**src/sv/rtli_pkg.sv**
```systemverilog
// shared types and constants of the radial table interpolator
package rtli_pkg;

  localparam int unsigned MAX_STATIONS_DEF  = 64;
  localparam int unsigned FRACTION_BITS_DEF = 16;

  localparam int unsigned RADIUS_W = 32;
  localparam int unsigned VALUE_W  = 32;

  typedef enum logic [1:0] {
    FUNC_BEGIN  = 2'd0,
    FUNC_APPEND = 2'd1,
    FUNC_QUERY  = 2'd2,
    FUNC_RESV   = 2'd3
  } func_e;

  typedef enum logic [1:0] {
    STAT_OK      = 2'd0,
    STAT_NOTABLE = 2'd1,
    STAT_ORDER   = 2'd2,
    STAT_FULL    = 2'd3
  } status_e;

  // one stored station as it sits in the table memory
  typedef struct packed {
    logic [RADIUS_W-1:0] radius;
    logic [VALUE_W-1:0]  axial;
    logic [VALUE_W-1:0]  swirl;
  } station_t;

  localparam int unsigned STATION_W = $bits(station_t);

endpackage

```
**src/sv/rtli_div.sv**
```systemverilog
// restoring divider for the interpolation fraction, one quotient bit per cycle
module rtli_div import rtli_pkg::*; #(
  parameter int unsigned FRACTION_BITS = FRACTION_BITS_DEF
) (
  input  logic                     clk_i,
  input  logic                     rst_ni,
  input  logic                     start_i,
  input  logic [RADIUS_W-1:0]      num_i,
  input  logic [RADIUS_W-1:0]      den_i,
  output logic                     done_o,
  output logic [FRACTION_BITS:0]   quo_o
);

  localparam int unsigned QW = FRACTION_BITS + 1;
  localparam int unsigned CNTW = $clog2(QW + 1);

  logic [RADIUS_W:0]   rem_q, rem_d;
  logic [RADIUS_W-1:0] den_q;
  logic [QW-1:0]       quo_q, quo_d;
  logic [CNTW-1:0]     cnt_q, cnt_d;
  logic                busy_q, busy_d;
  logic                done_q, done_d;
  logic                fits;
  logic [RADIUS_W:0]   rem_sub;

  // numerator is num << FRACTION_BITS; the first step takes the integer bit
  always_comb begin
    fits    = (rem_q >= {1'b0, den_q});
    rem_sub = fits ? (rem_q - {1'b0, den_q}) : rem_q;
    rem_d   = rem_q;
    quo_d   = quo_q;
    cnt_d   = cnt_q;
    busy_d  = busy_q;
    done_d  = 1'b0;
    if (start_i) begin
      rem_d  = {1'b0, num_i};
      quo_d  = '0;
      cnt_d  = CNTW'(QW);
      busy_d = 1'b1;
    end else if (busy_q) begin
      rem_d = {rem_sub[RADIUS_W-1:0], 1'b0};
      quo_d = {quo_q[QW-2:0], fits};
      cnt_d = cnt_q - CNTW'(1);
      if (cnt_q == CNTW'(1)) begin
        busy_d = 1'b0;
        done_d = 1'b1;
      end
    end
  end

  always_ff @(posedge clk_i or negedge rst_ni) begin
    if (!rst_ni) begin
      busy_q <= 1'b0;
      done_q <= 1'b0;
      cnt_q  <= '0;
    end else begin
      busy_q <= busy_d;
      done_q <= done_d;
      cnt_q  <= cnt_d;
    end
  end

  always_ff @(posedge clk_i) begin
    rem_q <= rem_d;
    quo_q <= quo_d;
    if (start_i) begin
      den_q <= den_i;
    end
  end

  assign done_o = done_q;
  assign quo_o  = quo_q;

endmodule

```
**config.mk**
```make
export PLATFORM = sky130hd
export DESIGN_NAME = rtli_div
export DESIGN_NICKNAME = d
export VERILOG_FILES = /design/src/sv/rtli_pkg.sv /design/src/sv/rtli_div.sv
export SDC_FILE = /design/constraint.sdc
export NUM_CORES = 1
export LEC_CHECK = 0
export CAP_MARGIN = 40
export CORE_ASPECT_RATIO = 1.25
export CORE_MARGIN = 1
export CORE_UTILIZATION = 64
export CTS_BUF_LIST = sky130_fd_sc_hd__clkbuf_4 sky130_fd_sc_hd__clkbuf_8 sky130_fd_sc_hd__clkbuf_16
export DETAILED_ROUTE_END_ITERATION = 10
export DONT_BUFFER_PORTS = 1
export PLACE_DENSITY = 0.79
export SYNTH_ARGS = -nofsm -noshare
export SYNTH_HDL_FRONTEND = slang
export SYNTH_SLANG_ARGS = --single-unit
```
**constraint.sdc**
```tcl
create_clock -name clk_i -period 3.5 [get_ports clk_i]
set_input_delay 0.35 -clock clk_i [delete_from_list [all_inputs] [get_ports clk_i]]
set_output_delay 0.35 -clock clk_i [all_outputs]
set_load 0.01 [all_outputs]
```
== Word level (Yosys, flattened, before mapping) ==
Cells that the tools add are included.

* Bits in read-only memories: 0
* RAM bits: 0
* Memories kept: 0
* Bits in latches: 0
* Register bits: 89
* Bits of input ports: 67
* Word-level logic and storage cells: 23
* Output and inout bits: 18

* Eq/ne operators: 1
* Reduce and logical (&&, ||, !) cells: 1
* Add/subtract/negate cells: 2
* Order comparisons: 1
* Bitwise operators: 0
* Div/mod/pow operators: 0
* Multipliers: 0
* Mux-type cells: 11
* Shift operators: 0

{| class="wikitable"
|+ Operator list
! kind !! count
|-
| 32-bit two-way mux || 3
|-
| 33-bit by 32-bit greater-or-equal comparator with 1-bit output || 1
|-
| 32-bit subtractor || 1
|-
| 5-bit two-way mux || 2
|-
| 1-bit two-way mux || 6
|-
| 5-bit by 1-bit equality test with 1-bit output, second input constant || 1
|-
| 5-bit by 1-bit subtractor with 5-bit output, second input constant || 1
|-
| 2-bit nonzero test || 1
|}

== Depth between registers and ports, before layout ==
* Word-level depth: 4
* Mapped depth: 14
* Gate-level depth less buffers: 12

== Worst setup path after synthesis ==
No wires, ideal clock.

* Kind: flip-flop to flip-flop
* From: register rem_q[0]
* To: register rem_q[31] (data pin)
* Period minus slack after synthesis: 2.926 ns
* Arrival time: 2.661 ns
* Buffers on the path: 0
* Data required time: 3.234 ns
* Stages on the path, launching flop included: 13
* Setup time: 0.266 ns
* Path slack: 0.574 ns
* Cell sequence: edfxtp_1 > inv_1 > ha_1 > inv_1 > fa_1 > a21o_1 > a221o_1 > a21oi_4 > o221a_4 > a211oi_2 > a2111oi_4 > nor4b_1 > nor4_1

* Word-level cells in the longest chain between the ends: 4
* Elaborated cells between the ends (all ways): 5
* Classes of those cells: 1 x add/sub; 1 x order compare; 3 x mux

{| class="wikitable"
|+ RTL lines
! element !! RTL line !! source
|-
| start: declaration || rtli_div.sv:17 || <nowiki>logic [RADIUS_W:0] rem_q, rem_d;</nowiki>
|-
| start signal: assignment || rtli_div.sv:64 || <nowiki>rem_q <= rem_d;</nowiki>
|-
| 32-bit subtractor or 33-bit by 32-bit greater-or-equal comparator with 1-bit output (tied branches) || rtli_div.sv:29, rtli_div.sv:28 ||
|-
| 32-bit two-way mux (*) || rtli_div.sv:29 || <nowiki>rem_sub = fits ? (rem_q - {1'b0, den_q}) : rem_q;</nowiki>
|-
| 32-bit two-way mux (*) || rtli_div.sv:40 || <nowiki>end else if (busy_q) begin</nowiki>
|-
| 32-bit two-way mux (*) || rtli_div.sv:35 || <nowiki>if (start_i) begin</nowiki>
|-
| via rem_d[31] || rtli_div.sv:17 ||
|}

Mark *: on every way through the listed nets, which the timed path passes. The rest lies on a longest branch. The select of a mux whose other input is x is not followed.
A chain may end at the register's enable or synchronous reset.

== Worst setup path after layout ==
* From: register rem_q[16]
* To: register rem_q[27] (data pin)

The elaborated chain is that of the path after synthesis.

==> out/results.ini <==
[grt]
grt_first_pass_wirelength_mm=19.72
antenna_found_initial=0
grt_pass1_vias=4210
grt_start_max_net_pins=86
global_route.usage.total_pct=28.19
globalRouteOverflowTotal=0

[clock_tree]
clockRootBuffer=clkbuf_8
numCtsBuffers=9
tritoncts_num_sinks=89
cts_buffer_depth=2
tritoncts_clock_tree=yes
cts.clk_slew.worst_paths_ps=90
cts_htree_levels=3
clk_latency_ps=370

[placement]
finalWeightedCongestion=0.9694
placed_area_sq_mm=0.005624
number_of_buffers_inserted_by_port_buffering=0
dp_hpwl_mm=8.763
dpl.cell_count=652

[floorplanning]
placeableCoreArea_sq_mm=0.008287
die_h_um=106.0
die_width_um=85.17
ios=85
fp-row-count=37
die_area_sq_mm=0.009025
initial_core_util_pct=66.78

[sta]
max_freq_mhz=310.7
finalSetupViolCount=0
timing.clock.skew_ps=12.05
grt_setup_unrepaired=false
slew_at_the_pin_with_the_worst_max_slew_slack_ps=848.7
period_share_pct=91.95
relSlewSlack_pct=43.07
timing_max_transition_violations_final=0
timing.final.hold_violations=0
setup_tns_ps=0
final_period_minus_worst_setup_slack_ps=3218

[drt]
drc_violation_count_after_routing=0
routed_wirelength_mm=12.24
detailroute.via_count=4299
first_pass_iteration_count_of_the_detailed_router=5
detail_route.wl_per_cell_um=18.30
drt-initial-drc-count=251
post_drt_via_cell_ratio=6.426
route.antenna.remaining_nets=0

[logic_synthesis]
avgSynthCellArea_sq_um=9.709
synthTopCellsByArea=edfxtp_1 35%, ha_1 7.7%, dfxtp_1 6.5%
synthesis.yosys.warnings=0
synth_sequential_area_ratio_pct=44.40
syn-num-nets=672
netlist-cell-type-count=67
post_synth_inst_count=570
netlist_area_sq_mm=0.005534
synth_top_cell_area_share_pct=34.73
ys_ff_latch=89
number_of_flops_mapped_to_enable_cells_by_yosys=64
synth_ff_type=edfxtp_1
yosys.area.top_type=edfxtp_1
synth-async-reset-ratio_pct=7.865

[cells_and_area]
area.sequential_sq_mm=0.002457
final_layout_net_count=669
finish.utilization_pct=70.38
fillers=611
post_layout_nonfiller_instances=669
drive_gt1_share_pct=7.168
layout-area-overhead-vs-synth_pct=5.381
antenna-diode-count=0
multi_input_area_sq_mm=0.002766
finish.instance_area_sq_mm=0.005832

[critical_path]
cpPeakStageDelay_ps=470
timing.critical_path.arrival_ps=3340
cp_cell_sequence=ha_1, nand4_1, nor3_1, inv_1, o221a_4, a211oi_1, nor2_1, xnor2_1, a221o_1
setup.worst_path.end_class=flop
cp.required_ps=3630
worst_path_max_delay_cell=nor3_1
setup.worst_path.start_class=flop
crit_path_max_fanout=8
critical_setup_path_class=reg -> reg

[run_status]
run_status=finished, final reports clean

[power]
report.power.total_uw=5246
p_leak_uw=0.002510
max-vdd-ir-drop_uv=542.9
total_power_divided_by_cell_area_mw_per_mm2=899.6

[hold_path]
worstHoldPathType=in -> reg

[run]
timing.max_cap.violations=0

flip-flops by register name, indices dropped and copies added (netlist names):
name,count
done_o,1
rem_q,33
busy_q,1
quo_o,17
den_q,32
cnt_q,5
path summary, 6_finish.rpt:
path                            from        end  slack (ps)  cells after the start
max in group asynchronous     rst_ni     done_o        2960                      1
hold / removal               start_i   cnt_q[2]          40                      1
hold reg to reg             quo_o[0]   quo_o[0]         550                      2
min in group asynchronous     rst_ni   cnt_q[0]         300                      1
setup / recovery           rem_q[16]  rem_q[27]         280                      9
setup reg to reg           rem_q[16]  rem_q[27]         280                      9
cell type report:
cell class / instances / area share [%]
Clock buffer: 11 / 2.682
Clock inverter: 5 / 0.5793
Inverter: 53 / 3.411
Multi-Input combinational cell: 403 / 47.44
Sequential cell: 89 / 42.14
Tap cell: 97 / 2.081
Timing Repair Buffer: 11 / 1.673
synthesized netlist by cell type, types with 4 or more instances:
master     n
and3_1     9
mux2i_1   19
inv_1     52
nor2b_1    4
a221o_1    6
and2_1     5
ha_1      34
a211oi_1   6
a31oi_1   17
a21oi_1   33
buf_2      5
nor4_1     5
o21bai_1   9
nand4_1    8
xor2_1     7
nor3_1    15
dfrtp_1    7
o21ai_0   21
o31ai_1    4
o21a_1     5
edfxtp_1  64
clkbuf_1  16
nor2_1    57
dfxtp_1   18
o211ai_1   6
a21o_1    12
xnor2_1   20
nand2_1   51
nand3_1    4
placed cells by master, fill, tap and decap left out, types with 3 or more instances in the layout:
cell      Yosys  layout
edfxtp_1     64      64
a221o_1       6       6
nor4_1        5       5
nand2_1      51      51
a21oi_1      33      33
and2_1        5       5
xor2_1        7       7
nor2_1       57      57
nor4b_1       3       3
o21ai_0      21      21
o21bai_1      9       9
nor2b_1       4       4
inv_1        52      52
mux2i_1      19      19
xnor2_1      20      20
dfxtp_1      18      18
clkbuf_8      0       9
dfrtp_1       7       7
and3_1        9       9
a31oi_1      17      17
nand3_1       4       4
o21a_1        5       5
nor3_1       15      15
o211ai_1      6       6
nand4_1       8       8
a21o_1       12      12
ha_1         34      34
buf_4         3       9
o31ai_1       4       4
o31a_1        3       3
a211oi_1      6       6
power by group:
part	leakage [uW]	internal [uW]	switching (uW)	total [uW]
clock network	0.0000991	312	380	691
registers	0.000878	1480	173	1650
logic	0.00153	1220	1690	2910
total	0.00251	3010	2240	5250
repair_timing:
item                                   CTS  global route
hold buffers                             1             0
setup endpoints to repair                0             2
endpoints found under the hold margin    7             0
resized for setup                        0             1
buffers inserted                         0             0
layer usage:
metal | global-route usage [%] | wire (um) | up-vias
met5 | 0 | 0 | -
met4 | 13.08 | 349 | 0
met2 | 48.44 | 6158 | 192
li1 | - | - | 2059
met1 | 33.64 | 4851 | 2013
met3 | 5.978 | 883 | 35
logic make-up (layout without fill, tap and decap cells):
logic type                 count (synthesis)  in the layout  synth area share [%]
and+or+nand+nor                          173            173                 14.76
AOI/OAI and AO/OA                        148            148                 19.13
DFF                                       89             89                 44.40
buffers and inverters                     78             80                 5.743
adders and majority gates                 35             35                 8.049
xor gates and xnor gates                  27             27                 4.273
muxes                                     20             20                 3.640
critical path, delay by kind of cell, from the launching register on:
kind	cells	cell delay, ps
AOI/OAI and AO/OA	3	1060
and+or+nand+nor	3	800
adders and majority gates	1	460
DFF	1	400
xor gates and xnor gates	1	140
buffers and inverters	1	110
per-stage QoR:
step	worst slack, ps	hold slack, ps
2_1_floorplan	573.6	54.41
3_3_place_gp	328.2	54.62
3_5_place_dp	219.4	54.60
4_1_cts	197.4	27.48
5_1_grt	60.87	31.59
6_report	281.7	42.83
Note: power is estimated with default switching activity, not from simulation.
