$ cat config.mk
export PLATFORM = sky130hd
export DESIGN_NAME = rtli_ram
export DESIGN_NICKNAME = d
export VERILOG_FILES = /design/src/sv/rtli_ram.sv
export SDC_FILE = /design/constraint.sdc
export NUM_CORES = 1
export LEC_CHECK = 0
export BUFFER_PORTS_ARGS = -buffer_cell sky130_fd_sc_hd__buf_2
export CORE_MARGIN = 2
export CORE_UTILIZATION = 50
export DETAILED_ROUTE_END_ITERATION = 6
export PLACE_DENSITY = 0.67
export SLEW_MARGIN = 20
export SYNTH_ARGS = -nofsm -noshare
export SYNTH_HDL_FRONTEND = slang
export SYNTH_SLANG_ARGS = --single-unit
export TNS_END_PERCENT = 20
$ cat constraint.sdc
create_clock -name clk_i -period 5.6 [get_ports clk_i]
set_input_delay 1.12 -clock clk_i [delete_from_list [all_inputs] [get_ports clk_i]]
set_output_delay 1.12 -clock clk_i [all_outputs]
set_load 0.02 [all_outputs]
$ cat src/sv/rtli_ram.sv
// generic simple dual-port ram with registered read
module rtli_ram #(
  parameter int unsigned WIDTH = 8,
  parameter int unsigned DEPTH = 16
) (
  input  logic                     clk_i,
  input  logic                     we_i,
  input  logic [$clog2(DEPTH)-1:0] waddr_i,
  input  logic [WIDTH-1:0]         wdata_i,
  input  logic [$clog2(DEPTH)-1:0] raddr_i,
  output logic [WIDTH-1:0]         rdata_o
);

  logic [WIDTH-1:0] mem_q [DEPTH];

  always_ff @(posedge clk_i) begin
    if (we_i) begin
      mem_q[waddr_i] <= wdata_i;
    end
    rdata_o <= mem_q[raddr_i];
  end

endmodule

==> Word-level counts from Yosys, hierarchy flattened <==
Memories as Yosys holds them, arrays and structs flattened. A register that Yosys moved wholly into a read port is not among the register bits.
Index checks and enable logic that the tools add are counted.
{ "word_totals": {"regBits": 0, "mem_bits_rw": 128, "in_bits": 18, "out_inout_bits": 8, "wordCells": 3, "memories": 1} }
{ "op_classes": {"n_mux": 2} }
{ "mem_list": {"columns": ["name", "depth", "width", "read_ports", "rd_clocked_by_memory_dff", "write_ports", "line_no", "source"], "rows": [
  ["mem_q", 16, 8, 1, 1, 1, "14", "logic [WIDTH-1:0] mem_q [DEPTH];"]
]} }
{ "op_table": {"columns": ["op", "n"], "rows": [
  ["1-bit 2-to-1 mux", 2]
]} }

==> Logic depth before layout (Yosys ltp) <==
Gate-level depths: netlist of run 1.
{ "logic_depth": {"depth_word": 2, "ltp_mapped": 5, "ltp_nobuf": 3} }

==> Worst setup path after synthesis of run 1 <==
Ideal clock, no wire load.
{ "synth_timing": {"kind": "input -> register", "from": "input waddr_i[2]", "to": "memory mem_q[0][0], enable pin", "setup_ns": 0.383, "t_arrival_ns": 2.230, "required_time_ns": 5.217, "slack_ns": 2.987, "path_stages": 2, "n_path_buf": 0, "cell_sequence": "or3b_2 > nor3_1"} }
{ "synth_lines": {"columns": ["item", "line_no", "source"], "rows": [
  ["start: declaration", "8", "input logic [$clog2(DEPTH)-1:0] waddr_i,"],
  ["end: declaration", "14", null]
]} }
Straight into the memory's write port.

==> results.yml, run 1 <==
power:
  combPwrFrac_pct: 4.4
  leakage_nw: 1.988
  power_frac_seq_pct: 48.7
  ir_worst_vdd_mv: 0.2081
  p_int_mw: 1.881
  pwr-share-clk_pct: 46.9
  p_sw_uw: 468.7
  sw_frac_of_total_pct: 19.95
  p_total_mw: 2.350
  power_density_nw_per_um2: 393.0
placement:
  io_buffers: 25
  hpwl_um: 5621
  gp_congestion: 0.7241
floorplan:
  die_width_um: 105.5
  start_util_pct: 50.77
  io_pins: 26
  rows: 37
  fp.dieH_um: 105.5
  core_um2: 10140
  fp.dieArea_um2: 11120
cts:
  clk_pin_slew_worst_paths_ns: 0.06
  cts_hold_buf: 0
  clkSinkCount: 136
  cts_tree: "built"
  cts_setup_buffers: 0
  htreeDepth: 4
  worstSkewPairLatency_ns: 0.51
  clock-root-buffer: "clkbuf_8"
  cts_resized: 0
  clockBufferDepth: 2
  cts_buffers: 17
sta:
  setup_viol: 0
  tns_ns: 0
  hold_violations: 0
  final.min_clock_period_ns: 2.514
  report.final.slew_viol_count: 0
  hold_slack_ns: 0.6709
  tightest_slew_ns: 1.047
  finalCritPeriodShare_pct: 44.89
  fin_skew_ns: 0.01326
  timing.slew.headroom_pct: 29.96
  grt_setup_unrepaired: "no"
  fmax_ghz: 0.3978
finish:
  antennaDiodeCount: 0
  nets: 283
  final_common_cell: "edfxtp_1"
  synthToLayoutAreaGrowth_pct: 16.14
  fillers: 724
  multi_input_area_um2: 1067
  drive_gt1_share_pct: 28.06
  ff_latch_area_um2: 4004
  layout_common_cells: "edfxtp_1 (128), buf_2 (25), mux4_2 (18)"
worst_setup_path:
  critPathBufInv: 1
  rr_startpoint: "mem_q[9][4]$_DFFE_PP_"
  required_ns: 5.99
  cp_max_fo: 32
  r2r_end: "rdata_o[4]$_DFF_P_"
  r2r_setup_slack_ns: 4.23
  arrival_ns: 2.91
  path_class: "input port to flop"
  startpoint_type: "input port"
  crit_family: "buffers and inverters"
  critPathSlowestCell: "buf_2"
  crit_path_cell_trace: "buf_2 -> mux4_1 -> a22oi_1 -> nand2_1"
  r2r_cells: 3
  endpoint_kind: "flop"
  crit_path_max_incr_delay_ns: 0.75
drt:
  drtIter0Drc: 164
  dr.pass1.iters: 5
  ant_nets: 0
  vias_per_cell: 5.739
  post-route-drc-count: 0
  wire_per_inst_um: 22.44
  wl_um: 9289
  vias: 2376
global_route:
  overflow: 0
  antenna_found_initial: 0
  grt_pass1_vias: 2435
  grt_pass1_wl_um: 14170
  track_usage_pct: 18.24
  grt_max_degree: 33
yosys:
  synthXorXnorAreaFrac_pct: 0
  seq_area_frac_synth_pct: 77.78
  synthCells: 229
  synth_top_family_by_area: "multiplexers"
  synth_ff_type: "edfxtp_1"
  synth-seq-cells: 136
  yosys.area_share.adder_pct: 0
  muxShareOfSynthArea_pct: 15.02
  synth.distinct_cells: 19
  synth_nets: 247
  syn_area_um2: 5147
  synth-edff-count: 128
  yosys_warnings: 0
  synth-compound-area-share_pct: 2.333
  synthSimpleGateAreaFrac_pct: 3.184
  synth_async_sr_flop_share_pct: 0
  postSynthAreaPerCell_um2: 22.48
worst_hold_path:
  hp-class: "flop to flop"
  hold_depth: 3
  hp-start: "mem_q[4][2]$_DFFE_PP_"
  holdPathEnd: "rdata_o[2]$_DFF_P_"
job:
  drv_cap: 0
outcome:
  status: "finished, final reports clean"
[worst max path at each step]
stage	from	end	depth (start not counted)
after global placement	waddr_i[2]	mem_q[0][2]$_DFFE_PP_	3
final	raddr_i[0]	rdata_o[4]$_DFF_P_	4
after floorplan	waddr_i[2]	mem_q[0][0]$_DFFE_PP_	2
after CTS	raddr_i[0]	rdata_o[4]$_DFF_P_	4
after detailed placement	raddr_i[0]	rdata_o[4]$_DFF_P_	4
after global routing	raddr_i[0]	rdata_o[2]$_DFF_P_	4
[tightest hold or removal path: stages (launching register included)]
cell      delay, ns
edfxtp_1       0.31
mux4_1         0.21
a22oi_1        0.06
nand2_1        0.06
[metal layers]
layer / vias up / share of wire (%) / track usage [%]
li1: 1048 / - / -
met3: 9 / 4.3 / 4.700
met5: - / 0 / 0
met1: 1248 / 44 / 25.56
met4: 0 / 1.0 / 6.762
met2: 71 / 51 / 27.97
[final cells by class]
| type | count | share of cell area [%] |
|---|---|---|
| clock inverters | 11 | 2.470 |
| clock buffers | 21 | 7.514 |
| well taps | 136 | 2.846 |
| repair buffers | 27 | 2.344 |
| flip-flops and latches | 136 | 66.97 |
| multi-input cells | 83 | 17.85 |
[cells in the mapped netlist (2+ instances only)]
| library cell | number | area share (%) |
|---|---|---|
| edfxtp_1 | 128 | 75 |
| mux4_2 | 18 | 7.9 |
| a22oi_1 | 16 | 2.3 |
| mux4_1 | 14 | 7.1 |
| nor2_1 | 13 | 0.95 |
| nand2_1 | 9 | 0.66 |
| dfxtp_1 | 8 | 3.1 |
| nor3_1 | 4 | 0.39 |
| buf_2 | 3 | 0.29 |
| buf_6 | 3 | 0.66 |
| clkdlybuf4s25_2 | 3 | 0.58 |
| nand2b_1 | 2 | 0.24 |
| nand3b_1 | 2 | 0.29 |
[through the flow]
| step | std cells | setup slack, ns | utilization, % | area [µm²] |
|---|---|---|---|---|
| 2_1_floorplan | 229 | 2.987 | - | 5147 |
| 5_1_grt | 414 | 2.911 | 58.97 | 5978 |
| 3_3_place_gp | 382 | 2.396 | 53.03 | 5376 |
| 4_1_cts | 414 | 2.995 | 58.97 | 5978 |
| 3_5_place_dp | 382 | 2.458 | 53.08 | 5381 |
| 6_report | 414 | 3.086 | 58.97 | 5978 |
[kinds of logic after synthesis]
logic type | after synthesis
AO/OA/AOI/OAI | 16
buffers and inverters | 10
multiplexers | 32
flip-flops | 136
AND/OR/NAND/NOR | 35
[power by group through the flow]
stage	registers [mW]	logic, mW	clock network (mW)
2_1_floorplan	1.17	0.0578	0
3_3_place_gp	1.16	0.103	0
3_5_place_dp	1.17	0.106	0
4_1_cts	1.15	0.106	1.12
5_1_grt	1.15	0.113	1.16
6_report	1.14	0.104	1.10
[state kept, by name, indices dropped and copies added (netlist names)]
signal   flops
mem_q      128
rdata_o      8
No activity file was read; power rests on OpenSTA's default activity.
==> run 2: changes to the inputs <==
PLACE_DENSITY = 0.7   (was 0.67)
clock period = 2 ns   (was 5.6 ns; I/O delays follow)
==> run 2 against run 1 <==
Effect of this change: core utilization increased by 1.9 points; setup slack worse by 2.5 ns; clock skew shrank 0.0035 ns; highest routed layer unchanged; die area unchanged; count of clock-buffer cells in the layout fell by 1.
==> results.yml, run 2 (same netlist as run 1, synthesis figures left out) <==
outcome:
  status: "finished, final reports clean"
cts:
  cts_hold_buf: 0
  clk_pin_slew_worst_paths_ns: 0.06
  htreeDepth: 4
  clockBufferDepth: 2
  clock-root-buffer: "clkbuf_8"
  worstSkewPairLatency_ns: 0.50
  cts_tree: "built"
  cts_buffers: 17
  cts_resized: 0
  clkSinkCount: 136
  cts_setup_buffers: 0
placement:
  gp_congestion: 0.7353
  placement.setup.worst_slack_ns: 0.1620
  hpwl_um: 5966
  place_area_um2: 5544
  io_buffers: 25
worst_setup_path:
  critPathBufInv: 1
  arrival_ns: 1.03
  required_ns: 1.60
  r2r_cells: 3
  crit_path_max_incr_delay_ns: 0.35
  cp_num_cells: 1
  endpoint_kind: "primary output"
  crit_path_cell_trace: "buf_2"
  cp_max_fo: 1
  startpoint_type: "flop"
  path_class: "flop to primary output"
  critPathSlowestCell: "dfxtp_1"
  crit_family: "flip-flops"
sta:
  fmax_ghz: 0.6992
  final.min_clock_period_ns: 1.430
  tns_ns: 0
  worst_slack_ns: 0.5698
  hold_violations: 0
  grt_setup_unrepaired: "no"
  timing.slew.headroom_pct: 63.47
  finalCritPeriodShare_pct: 71.51
  tightest_slew_ns: 0.5460
  report.final.slew_viol_count: 0
  fin_skew_ns: 0.009761
  setup_viol: 0
power:
  leakage_nw: 2.105
  ir_worst_vdd_mv: 0.4825
  power_density_nw_per_um2: 1099
floorplan:
  core_um2: 10140
  die_width_um: 105.5
  rows: 37
  fp.dieH_um: 105.5
  start_util_pct: 50.77
  fp.dieArea_um2: 11120
  io_pins: 26
drt:
  vias_per_cell: 5.656
  wl_um: 9535
  post-route-drc-count: 0
  ant_nets: 0
  drtIter0Drc: 143
  dr.pass1.iters: 4
  vias: 2449
  wire_per_inst_um: 22.02
job:
  drv_cap: 0
finish:
  nets: 301
  largest_reg_flops: 128
  utilization_pct: 60.90
  top_register: "mem_q"
  synthToLayoutAreaGrowth_pct: 19.96
  layout_common_cells: "edfxtp_1 (128), buf_2 (25), mux4_2 (18)"
  final_common_cell: "edfxtp_1"
  drive_gt1_share_pct: 31.42
  final_area_um2: 6175
  reg_top3: "mem_q (128), rdata_o (8)"
global_route:
  track_usage_pct: 18.52
  overflow: 0
  antenna_found_initial: 1
  grt_max_degree: 33
  grt_pass1_wl_um: 14410
  grt_pass1_vias: 2507
worst_hold_path:
  hold_depth: 1
  hp-class: "input port to flop"
## run 2: area by class of cell
cell class	instances	area, µm²
Timing Repair Buffer	45	312.8
Multi-Input combinational cell	83	1057
Fill cell	708	3964
Clock buffer	20	425.4
Antenna cell	1	2.502
Sequential cell	136	4004
Clock inverter	12	202.7
Tap cell	136	170.2
## run 2: per-layer routing
metal / GRT usage [%] / wire length, µm / part of all wire (%) / vias to the layer above
met3: 4.515 / 512 / 5.4 / 6
met5: 0 / 0 / 0 / -
met2: 29.91 / 4780 / 50 / 75
met4: 6.381 / 113 / 1.2 / 0
li1: - / - / - / 1080
met1: 24.95 / 4128 / 43 / 1288
## run 2: where the power goes
group / switching [mW] / leakage [nW] / internal (mW)
Clock: 1.11 / 0.291 / 2.15
Sequential: 0.0192 / 1.22 / 3.19
Combinational: 0.184 / 0.590 / 0.132
Total: 1.32 / 2.10 / 5.47
## run 2: path summary, 6_finish.rpt
kind	from	end	slack, ns
hold / removal	wdata_i[1]	mem_q[7][1]$_DFFE_PP_	0.27
setup / recovery	rdata_o[3]$_DFF_P_	rdata_o[3]	0.57
setup reg to reg	mem_q[5][2]$_DFFE_PP_	rdata_o[2]$_DFF_P_	0.62
hold reg to reg	mem_q[14][2]$_DFFE_PP_	rdata_o[2]$_DFF_P_	0.67
## run 2: metrics by stage
step	instances	hold slack (ns)	total power [mW]
after floorplan	229	0.4989	3.445
after global placement	400	0.6477	3.572
after detailed placement	400	0.6620	3.584
after CTS	432	0.2604	6.826
after global routing	433	0.2746	6.983
final	433	0.2733	6.788
==> run 3: changes to the inputs <==
ABC_AREA = 1   (was not set)
PLACE_DENSITY = 0.67   (was 0.7)
clock period = 1.4 ns   (was 2 ns; I/O delays follow)
==> run 3 against run 2 <==
Effect of this change: combinational power is 94% higher; cell count is 74% higher; sequential power is 43% higher; clock power is 65% higher; sequential cell count stayed put; largest power group unchanged.
==> results.yml, run 3 <==
outcome:
  status: "finished, final reports clean"
finish:
  final_common_cell: "nand2_1"
  nets: 615
  synthToLayoutAreaGrowth_pct: 19.64
  antennaDiodeCount: 0
  ff_latch_area_um2: 4004
  drive_gt1_share_pct: 13.93
  final_area_um2: 6899
  multi_input_area_um2: 1214
  fillers: 929
  layout_common_cells: "nand2_1 (173), edfxtp_1 (128), inv_1 (100)"
  reg_top3: "mem_q (128), rdata_o (8)"
  top_register: "mem_q"
  largest_reg_flops: 128
cts:
  cts_tree: "built"
  worstSkewPairLatency_ns: 0.41
  cts_hold_buf: 0
  clockBufferDepth: 2
  cts_buffers: 17
  clkSinkCount: 136
  htreeDepth: 4
  clk_pin_slew_worst_paths_ns: 0.06
  cts_resized: 0
  clock-root-buffer: "clkbuf_16"
  cts_setup_buffers: 0
drt:
  met1_length_um: 5453
  wl_um: 12890
  wl_met2_um: 6351
  wire_per_inst_um: 17.12
  drtIter0Drc: 273
  routed.top_layer: "met4"
  dr.pass1.iters: 5
  vias_per_cell: 5.090
  dr_wl_met3_um: 791
  post-route-drc-count: 0
  vias: 3833
  ant_nets: 0
yosys:
  netlist_top_cells_area: "edfxtp_1 (67%), nand2_1 (11%), nand3_1 (8.4%)"
  synthXorXnorAreaFrac_pct: 0
  synth.distinct_cells: 12
  synthCells: 551
  syn_area_um2: 5767
  synth_nets: 569
  postSynthAreaPerCell_um2: 10.47
  ys_top_cells_by_count: "nand2_1 (173), edfxtp_1 (128), inv_1 (100), nand3_1 (97), nor2_1 (17)"
  synth_ff_type: "edfxtp_1"
  synthSimpleGateAreaFrac_pct: 21.05
  yosysMostFrequentCell: "nand2_1"
  yosys.area_share.adder_pct: 0
  synth-compound-area-share_pct: 0
  synth_top_family_by_area: "simple AND/OR/NAND/NOR gates"
  synth-edff-count: 128
  netlist.area_leader.share_pct: 66.65
  synth_async_sr_flop_share_pct: 0
  seq_area_frac_synth_pct: 69.43
  muxShareOfSynthArea_pct: 0
  yosysTopAreaCell: "edfxtp_1"
  yosys_warnings: 0
  synth-seq-cells: 136
worst_setup_path:
  endpoint_kind: "primary output"
  crit_family: "flip-flops"
  critPathSlowestCell: "dfxtp_1"
  crit_path_max_incr_delay_ns: 0.38
  path_class: "flop to primary output"
  cp_max_fo: 1
  crit_path_cell_trace: "buf_2"
  arrival_ns: 0.97
  required_ns: 1.12
  startpoint_type: "flop"
  r2r_setup_slack_ns: 0.34
  critPathBufInv: 1
global_route:
  grt_pass1_vias: 3621
  antenna_found_initial: 0
  track_usage_pct: 21.72
  grt_pass1_wl_um: 19750
  overflow: 0
  grt_max_degree: 43
worst_hold_path:
  hp-class: "input port to flop"
placement:
  gp_congestion: 0.8360
  io_buffers: 25
  place_area_um2: 6175
  hpwl_um: 7718
floorplan:
  fp.dieH_um: 111.4
  core_um2: 11320
  rows: 39
  fp.dieArea_um2: 12410
  die_width_um: 111.4
  io_pins: 26
  start_util_pct: 50.94
sta:
  timing.slew.headroom_pct: 74.21
  report.final.slew_viol_count: 0
  final.min_clock_period_ns: 1.249
  tightest_slew_ns: 0.3869
  grt_setup_unrepaired: "no"
  tns_ns: 0
  fin_skew_ns: 0.004907
  fmax_ghz: 0.8006
  setup_viol: 0
  finalCritPeriodShare_pct: 89.22
  hold_violations: 0
power:
  leakage_nw: 3.030
  ir_worst_vdd_mv: 0.7896
  power_density_nw_per_um2: 1533
job:
  drv_cap: 0
[run 3: logic make-up (layout without fill, tap and decap cells)]
logic type             after synthesis  count (layout)
and+or+nand+nor                    289             289
buffers and inverters              126             185
DFF                                136             136
[run 3: worst paths after layout]
| path | start | end | cells past startpoint |
|---|---|---|---|
| setup / recovery | rdata_o[4]$_DFF_P_ | rdata_o[4] | 1 |
| hold / removal | wdata_i[2] | mem_q[6][2]$_DFFE_PP_ | 1 |
| setup reg to reg | mem_q[1][5]$_DFFE_PP_ | rdata_o[5]$_DFF_P_ | 6 |
| hold reg to reg | mem_q[12][5]$_DFFE_PP_ | rdata_o[5]$_DFF_P_ | 6 |
[run 3: final cells by class]
cell class              count  area share [%]
clock inverters            13           3.935
well taps                 143           2.593
clock buffers              19           6.565
flip-flops and latches    136           58.03
multi-input cells         289           17.59
inverters                 102           5.550
repair buffers             51           5.731
[run 3: metal layers]
metal / vias up / GRT usage (%)
met3: 22 / 4.899
met2: 136 / 35.16
met4: 0 / 8.230
li1: 1867 / -
met5: - / 0
met1: 1808 / 29.05
[run 3: power by group]
part / switching, mW / internal [mW]
Combinational: 0.420 / 0.191
Clock: 1.60 / 3.79
Sequential: 0.0299 / 4.55
Total: 2.05 / 8.53
[run 3: through the flow]
| stage | cells | utilization, % | setup slack (ns) | power, mW | hold slack, ns |
|---|---|---|---|---|---|
| floorplan | 551 | - | 0.1692 | 5.013 | 0.3789 |
| finish | 753 | 60.94 | 0.1510 | 10.58 | 0.2795 |
| detailed placement | 721 | 54.54 | 0.05313 | 5.276 | 0.6644 |
| global route | 753 | 60.94 | 0.1336 | 10.88 | 0.2810 |
| CTS | 753 | 60.94 | 0.1487 | 10.63 | 0.2784 |
| global placement | 721 | 54.54 | 0.06633 | 5.264 | 0.6589 |
